### src/design/register_file_execute_unit_defines.svh
// Assertion macros used by the file that carries checks.
`ifndef REGISTER_FILE_EXECUTE_UNIT_DEFINES_SVH
`define REGISTER_FILE_EXECUTE_UNIT_DEFINES_SVH

// Same-cycle implication, sampled on clk, off while rst_n is low
`define RFEU_ASSERT_IMP(lbl, cond, prop) \
    lbl: assert property (@(posedge clk) disable iff (!rst_n) (cond) |-> (prop)) \
        else $error("register file execute unit check failed");

// Next-cycle implication, sampled on clk, off while rst_n is low
`define RFEU_ASSERT_NXT(lbl, cond, prop) \
    lbl: assert property (@(posedge clk) disable iff (!rst_n) (cond) |=> (prop)) \
        else $error("register file execute unit check failed");

`endif

### src/design/rfeu_pkg.sv
`timescale 1ns / 1ps
package rfeu_pkg;

    localparam int DATA_W = 64;
    localparam int IN_W   = 40;
    localparam int OUT_W  = 144;
    localparam int QDEPTH = 2;

    typedef enum logic [4:0] {
        OP_ADD  = 5'd0,
        OP_SUB  = 5'd1,
        OP_INC  = 5'd2,
        OP_DEC  = 5'd3,
        OP_NEG  = 5'd4,
        OP_MUL  = 5'd5,
        OP_DIV  = 5'd6,
        OP_AND  = 5'd7,
        OP_OR   = 5'd8,
        OP_NAND = 5'd9,
        OP_NOR  = 5'd10,
        OP_XOR  = 5'd11,
        OP_XNOR = 5'd12,
        OP_NOT  = 5'd13,
        OP_SHL  = 5'd14,
        OP_SHR  = 5'd15,
        OP_ROL  = 5'd16,
        OP_ROR  = 5'd17,
        OP_MOVE = 5'd18,
        OP_SWAP = 5'd19
    } op_t;

    typedef enum logic [1:0] {
        CL_ALU,
        CL_MUL,
        CL_DIV,
        CL_NONE
    } cls_t;

    typedef enum logic [2:0] {
        ST_IDLE,
        ST_EXEC,
        ST_MUL,
        ST_DIV,
        ST_WB1,
        ST_WB2,
        ST_DONE
    } bst_t;

    typedef struct packed {
        op_t        op;
        logic [3:0] src_a;
        logic [3:0] src_b;
        logic [3:0] dst_a;
        logic [3:0] dst_b;
        logic [1:0] lane_size;
        logic       per_lane;
        logic [2:0] pos_a;
        logic [2:0] pos_b;
        logic [7:0] shift_amount;
        logic       want_first;
        logic       want_second;
        cls_t       cls;
    } instr_t;

    typedef struct packed {
        logic       full;
        logic [1:0] count;
    } fstat_t;

    // Sort an opcode into the unit that carries it out
    function automatic cls_t classify(input op_t op);
        cls_t c;
        unique case (op) inside
            OP_MUL: c = CL_MUL;
            OP_DIV: c = CL_DIV;
            OP_ADD, OP_SUB, OP_INC, OP_DEC, OP_NEG, OP_AND, OP_OR, OP_NAND,
            OP_NOR, OP_XOR, OP_XNOR, OP_NOT, OP_SHL, OP_SHR, OP_ROL, OP_ROR,
            OP_MOVE, OP_SWAP: c = CL_ALU;
            default: c = CL_NONE;
        endcase
        return c;
    endfunction

    // Magnitude of a two's complement word
    function automatic logic [DATA_W-1:0] mag(input logic [DATA_W-1:0] v);
        return v[DATA_W-1] ? (~v + 1'b1) : v;
    endfunction

endpackage

### src/design/rfeu_front.sv
`timescale 1ns / 1ps
module rfeu_front
    import rfeu_pkg::*;
(
    input  logic            clk,
    input  logic            rst_n,
    input  logic            s_tvalid,
    output logic            s_tready,
    input  logic [IN_W-1:0] s_tdata,
    input  logic            pop,
    output logic            head_valid,
    output instr_t          head,
    output fstat_t          stat
);

    instr_t     q_mem [QDEPTH];
    instr_t     din;
    logic       wp_reg, wp_next;
    logic       rp_reg, rp_next;
    logic [1:0] cnt_reg, cnt_next;
    logic       push;

    // Unpack and classify the incoming item
    always_comb
    begin
        din.op           = op_t'(s_tdata[4:0]);
        din.src_a        = s_tdata[8:5];
        din.src_b        = s_tdata[12:9];
        din.dst_a        = s_tdata[16:13];
        din.dst_b        = s_tdata[20:17];
        din.lane_size    = s_tdata[22:21];
        din.per_lane     = s_tdata[23];
        din.pos_a        = s_tdata[26:24];
        din.pos_b        = s_tdata[29:27];
        din.shift_amount = s_tdata[37:30];
        din.want_first   = s_tdata[38];
        din.want_second  = s_tdata[39];
        din.cls          = classify(op_t'(s_tdata[4:0]));
    end

    assign stat.full  = (cnt_reg == 2'(QDEPTH));
    assign stat.count = cnt_reg;
    assign s_tready   = !stat.full;
    assign push       = s_tvalid && s_tready;
    assign head_valid = (cnt_reg != 2'd0);
    assign head       = q_mem[rp_reg];

    // Advance pointers and fill count
    always_comb
    begin
        wp_next  = wp_reg ^ push;
        rp_next  = rp_reg ^ pop;
        cnt_next = cnt_reg + 2'(push) - 2'(pop);
    end

    always_ff @(posedge clk or negedge rst_n)
    begin
        if (!rst_n)
        begin
            wp_reg  <= 1'b0;
            rp_reg  <= 1'b0;
            cnt_reg <= 2'd0;
        end
        else
        begin
            wp_reg  <= wp_next;
            rp_reg  <= rp_next;
            cnt_reg <= cnt_next;
        end
    end

    // Store the item in the queue
    always_ff @(posedge clk)
    begin
        if (push)
        begin
            q_mem[wp_reg] <= din;
        end
    end

endmodule

### config.mk
export PLATFORM = sky130hd
export DESIGN_NAME = rfeu_front
export DESIGN_NICKNAME = d
export VERILOG_FILES = /design/src/design/register_file_execute_unit_defines.svh /design/src/design/rfeu_pkg.sv /design/src/design/rfeu_front.sv
export SDC_FILE = /design/constraint.sdc
export NUM_CORES = 1
export LEC_CHECK = 0
export BUFFER_PORTS_ARGS = -buffer_cell sky130_fd_sc_hd__buf_2
export CAP_MARGIN = 10
export CORE_MARGIN = 1
export CORE_UTILIZATION = 50
export CTS_BUF_LIST = sky130_fd_sc_hd__clkbuf_8
export DETAILED_ROUTE_END_ITERATION = 8
export MAX_ROUTING_LAYER = met4
export PLACE_DENSITY = 0.76
export SYNTH_ARGS = -nofsm -noshare
export SYNTH_HDL_FRONTEND = slang
export SYNTH_SLANG_ARGS = --single-unit
### constraint.sdc
create_clock -name clk -period 2.28 [get_ports clk]
set_input_delay 0.114 -clock clk [delete_from_list [all_inputs] [get_ports clk]]
set_output_delay 0.114 -clock clk [all_outputs]
set_load 0.03 [all_outputs]
== After elaboration in Yosys (flattened, before gate mapping) ==
Memories as Yosys holds them, arrays and structs flattened.
Cells that the tools add are included.

* Bits in registers: 4
* Memories kept: 1
* Bits of input ports: 44
* Word-level logic and storage cells: 36
* Memory bits (writable): 84
* Output and inout port bits: 47
* Bits in latches: 0
* ROM bits: 0

{| class="wikitable"
|+ Memory list
! memory !! depth !! width !! rd ports !! clocked after memory_dff !! write ports !! line !! text
|-
| q_mem || 2 || 42 || 1 || 0 || 1 || rfeu_front.sv:16 || <nowiki>instr_t q_mem [QDEPTH];</nowiki>
|}

* Mux-type cells: 3
* Multipliers: 0
* Shift-type cells: 0
* Reduce and logical (&&, ||, !) cells: 5
* $lt $le $gt $ge: 0
* $add $sub $neg: 2
* Divide/modulo/power cells: 0
* Eq/ne operators: 20
* Bitwise logic cells: 2

{| class="wikitable"
|+ Operator list
! cell !! number
|-
| equality test 5 x 4 -> 1 bit (second input constant) || 8
|-
| equality test 5 x 3 -> 1 bit (second input constant) || 4
|-
| equality test 5 bit (second input constant) || 4
|-
| OR reduction 18 bit || 1
|-
| equality test 5 x 2 -> 1 bit (second input constant) || 2
|-
| case mux 2 bit (3 select lines) || 1
|-
| equality test 5 x 1 -> 1 bit (second input constant) || 1
|-
| logical NOT 5 bit || 1
|-
| adder 2 x 1 -> 2 bit || 1
|-
| equality test 2 bit (second input constant) || 1
|-
| two-way mux 1 bit || 2
|-
| nonzero test 2 bit || 1
|-
| subtractor 2 x 1 -> 2 bit || 1
|-
| XOR 1 bit || 2
|-
| logical AND 1 bit || 1
|-
| logical NOT 1 bit || 1
|}

== Longest topological paths before layout ==
* Word-level depth: 5
* Mapped depth: 7
* Mapped depth without buffers: 7

== Worst setup path before layout ==
No wires, ideal clock.

* Path type: reg-to-reg
* Start: reg cnt_reg[0]
* End: mem q_mem[1][0] (netlist bit), enable pin
* Path buffers: 0
* Path slack: -294 ps
* Arrival time: 2170 ps
* Cell stages (with the launch flop): 4
* Required time: 1876 ps
* Library setup time: 404 ps
* Clock period less this slack: 2574 ps
* Path through: dfrtp_1 > nand2b_1 > and2_1 > ha_1

* Cells in the longest elaborated chain, start to end: 5

{| class="wikitable"
|+ RTL lines
! item !! line !! text
|-
| start, declared || rfeu_front.sv:20 || <nowiki>logic [1:0] cnt_reg, cnt_next;</nowiki>
|-
| start signal, assigned || rfeu_front.sv:68 || <nowiki>cnt_reg <= cnt_next;</nowiki>
|-
| equality test 2 bit || rfeu_front.sv:41 || <nowiki>assign stat.full = (cnt_reg == 2'(QDEPTH));</nowiki>
|-
| logical NOT 1 bit || rfeu_front.sv:43 || <nowiki>assign s_tready = !stat.full;</nowiki>
|-
| via s_tready || rfeu_front.sv:8 || <nowiki>output logic s_tready,</nowiki>
|-
| logical AND 1 bit || rfeu_front.sv:44 || <nowiki>assign push = s_tvalid && s_tready;</nowiki>
|-
| two-way mux 1 bit || rfeu_front.sv:75 || <nowiki>if (push)</nowiki>
|-
| two-way mux 1 bit (implied by the code) || rfeu_front.sv:77 || <nowiki>q_mem[wp_reg] <= din;</nowiki>
|-
| end, declared || rfeu_front.sv:16 ||
|}

The timed path passes the listed nets, and every way through them passes these cells.

==> run_results.csv <==
group,metric,value,unit
status,status,"complete, no violations",
timing,setup_slack,0.476,ns
logic_synthesis,synth_area_leaders,"edfxtp_1 (72%), mux2_4 (17%), dfrtp_1 (2.9%), buf_12 (2.3%), ha_1 (1.4%)",
setup_path,cp_num_buf_inv,2,
placed_design,port_buffers,90,
clock_tree,cts_hold_buf,39,
power_and_ir_drop,cellPowerDensity,1250,nW/um2
cells_and_area,largest_reg_flops,84,
power_and_ir_drop,comb_power_share,42.9,%
clock_tree,cts_buffers,9,
global_routing,grt_pass1_vias,1797,
timing,drv_slew,0,
global_routing,grt_max_degree,43,
global_routing,grt_pass1_wl,8490,um
power_and_ir_drop,clockPowerShare,15.7,%
logic_synthesis,synth_nets,202,
setup_path,crit_slowest_cell,"dfrtp_2",
cells_and_area,instances_no_fill,380,
cells_and_area,nets,343,
cells_and_area,mostFrequentLayoutCells,"buf_2 (90), edfxtp_1 (84), dlygate4sd3_1 (41)",
routing,wl,5670,um
timing,slew_headroom,78.5,%
placed_design,dp_slack,0.779,ns
setup_path,end_kind,"output pin",
cells_and_area,final_common_cell,"buf_2",
setup_path,crit_cells,3,
logic_synthesis,synth_seq_area_share,75.4,%
timing,setup_viol,0,
setup_path,worstSetupStartpointType,"flop",
clock_tree,cts_tree,"done",
clock_tree,cts.sink_count,88,
setup_path,ff2ff_path_depth,4,
min_path,hold_class,"in -> reg",
min_path,min_path_cells,1,
die,die_area,7300,um2
power_and_ir_drop,finalPower,5.71,mW
clock_tree,cts_setup_buffers,0,
power_and_ir_drop,internal_power,3.62,mW
clock_tree,path_clk_slew,0.08,ns
clock_tree,clockBufferDepth,2,
die,dieWidth,85.4,um
routing,wl_per_cell,14.9,um
power_and_ir_drop,seqPwrFrac,41.4,%
timing,fmax,0.554,GHz
global_routing,gr-total-overflow,0,
die,row_count,30,
placed_design,dp_cells,323,
logic_synthesis,syn-cell-area,3480,um2
timing,period_needed,1.80,ns
cells_and_area,layout-drive-gt1-share,50.7,%
clock_tree,cts_resized,0,
logic_synthesis,yosys_warnings,0,
routing,drt_iter0_markers,92,
timing,holdWs,0.0473,ns
die,core_area,6760,um2
setup_path,worstPathArrival,1.69,ns
routing,post-route-drc-count,0,
power_and_ir_drop,ir_drop,0.835,mV
clock_tree,cts-root-buf,"clkbuf_8",
power_and_ir_drop,power_leakage,1.88,nW
global_routing,grt_usage,16.3,%
setup_path,crit_required,2.17,ns
logic_synthesis,synth_top_area_cell,"edfxtp_1",
logic_synthesis,yosys.cell_types.count,16,
timing,grt_setup_unrepaired,"false",
setup_path,cp_max_fo,11,
logic_synthesis,synthCells,154,
cells_and_area,antenna_cells,0,
die,io_pins,91,
setup_path,max_stage_delay,0.57,ns
die,die_h,85.4,um
routing,ant_nets,0,
power_and_ir_drop,power.switching,2.10,mW
placed_design,dpl.hpwl,3510,um
die,initial_core_util,51.5,%
job,max_cap_viol_count,0,
routing,dr.pass1.iters,4,
placed_design,gp_congestion,0.685,
clock_tree,clkLatencyLatePin,0.33,ns
routing,vias,1798,
global_routing,antenna_found_initial,0,
logic_synthesis,synth_area_per_cell,22.6,um2
setup_path,critical-path-top-delay-family,"flip-flops",
power_and_ir_drop,p_sw_share,36.7,%
logic_synthesis,ys_ff_latch,88,
setup_path,crit_path_cell_trace,"buf_4 > mux2_4 > buf_2",
cells_and_area,syn_to_final_growth,31.8,%
timing,tightest_slew,0.322,ns
timing,finalHoldViolations,0,
routing,via_per_inst,4.73,
timing,finalClockSkew,0.00764,ns
logic_synthesis,synth_top_area_share,72.5,%
clock_tree,htree_levels,3,
timing,fin_crit_sh,79.1,%
setup_path,crit_type,"reg -> out",
-- layout make-up --
| type | instances | area, um2 |
|---|---|---|
| clock buffer | 9 | 124 |
| clock inverter | 7 | 40.0 |
| fill | 465 | 2170 |
| inverter | 4 | 15.0 |
| multi-input combinational | 57 | 756 |
| sequential | 88 | 2620 |
| tap | 80 | 100 |
| timing repair buffer | 135 | 928 |
-- layer usage --
metal / up-vias / track usage [%] / share of wire (%) / routed length, um
li1: 878 / - / - / -
met1: 856 / 19.1 / 43 / 2430
met2: 60 / 27.9 / 52 / 2930
met3: 4 / 4.67 / 5.3 / 298
met4: 0 / 3.64 / 0.21 / 12
met5: - / - / 0 / 0
-- worst register-to-register path, cell delays in order (launching register included) --
cell	delay, ns
dfrtp_1	0.42
nand2b_1	0.14
and2_1	0.18
ha_2	0.20
buf_12	0.24
-- through the flow --
stage	utilization [%]	TNS, ns	area [um2]
CTS	67.6	0	4570
detailed placement	59.4	0	4010
global route	67.9	0	4590
finish	67.9	0	4590
global placement	59.4	0	4010
floorplan	-	-24.69	3480
-- final timing paths --
check                                 from           end  slack (ns)
worst max-delay path                rp_reg       head[5]        0.48
worst min-delay path            s_tdata[3]  q_mem[1][40]        0.05
worst max register to register  cnt_reg[1]  q_mem[0][37]        0.76
worst min register to register  cnt_reg[0]    cnt_reg[0]        0.57
min in group asynchronous            rst_n        wp_reg        0.11
max in group asynchronous            rst_n        rp_reg        2.03
-- cells by family after synthesis --
group / synth area share (%)
AO/OA/AOI/OAI: 0.504
buffers and inverters: 3.06
XOR/XNOR: 0.755
multiplexers: 17.8
adder cells (fa/ha/maj): 1.44
flip-flops: 75.4
AND/OR/NAND/NOR: 1.08
-- cell usage after synthesis --
master and number:
inv_1 4, xnor2_1 2, nand2_1 1, xor2_1 1, or2_2 1, buf_6 1, buf_12 4, nor3b_1 2
and2_1 1, edfxtp_1 84, dfrtp_1 4, mux2_2 3, o22a_1 2, ha_1 4, nand2b_1 1, mux2_4 39
-- power groups by stage --
stage	registers (mW)	logic [mW]	clock network, mW
5_1_grt	2.40	2.59	0.991
4_1_cts	2.37	2.48	0.913
2_1_floorplan	2.37	1.98	0
3_3_place_gp	2.39	2.40	0
6_report	2.36	2.45	0.897
3_5_place_dp	2.40	2.42	0
(Power assumes the default switching activity.)
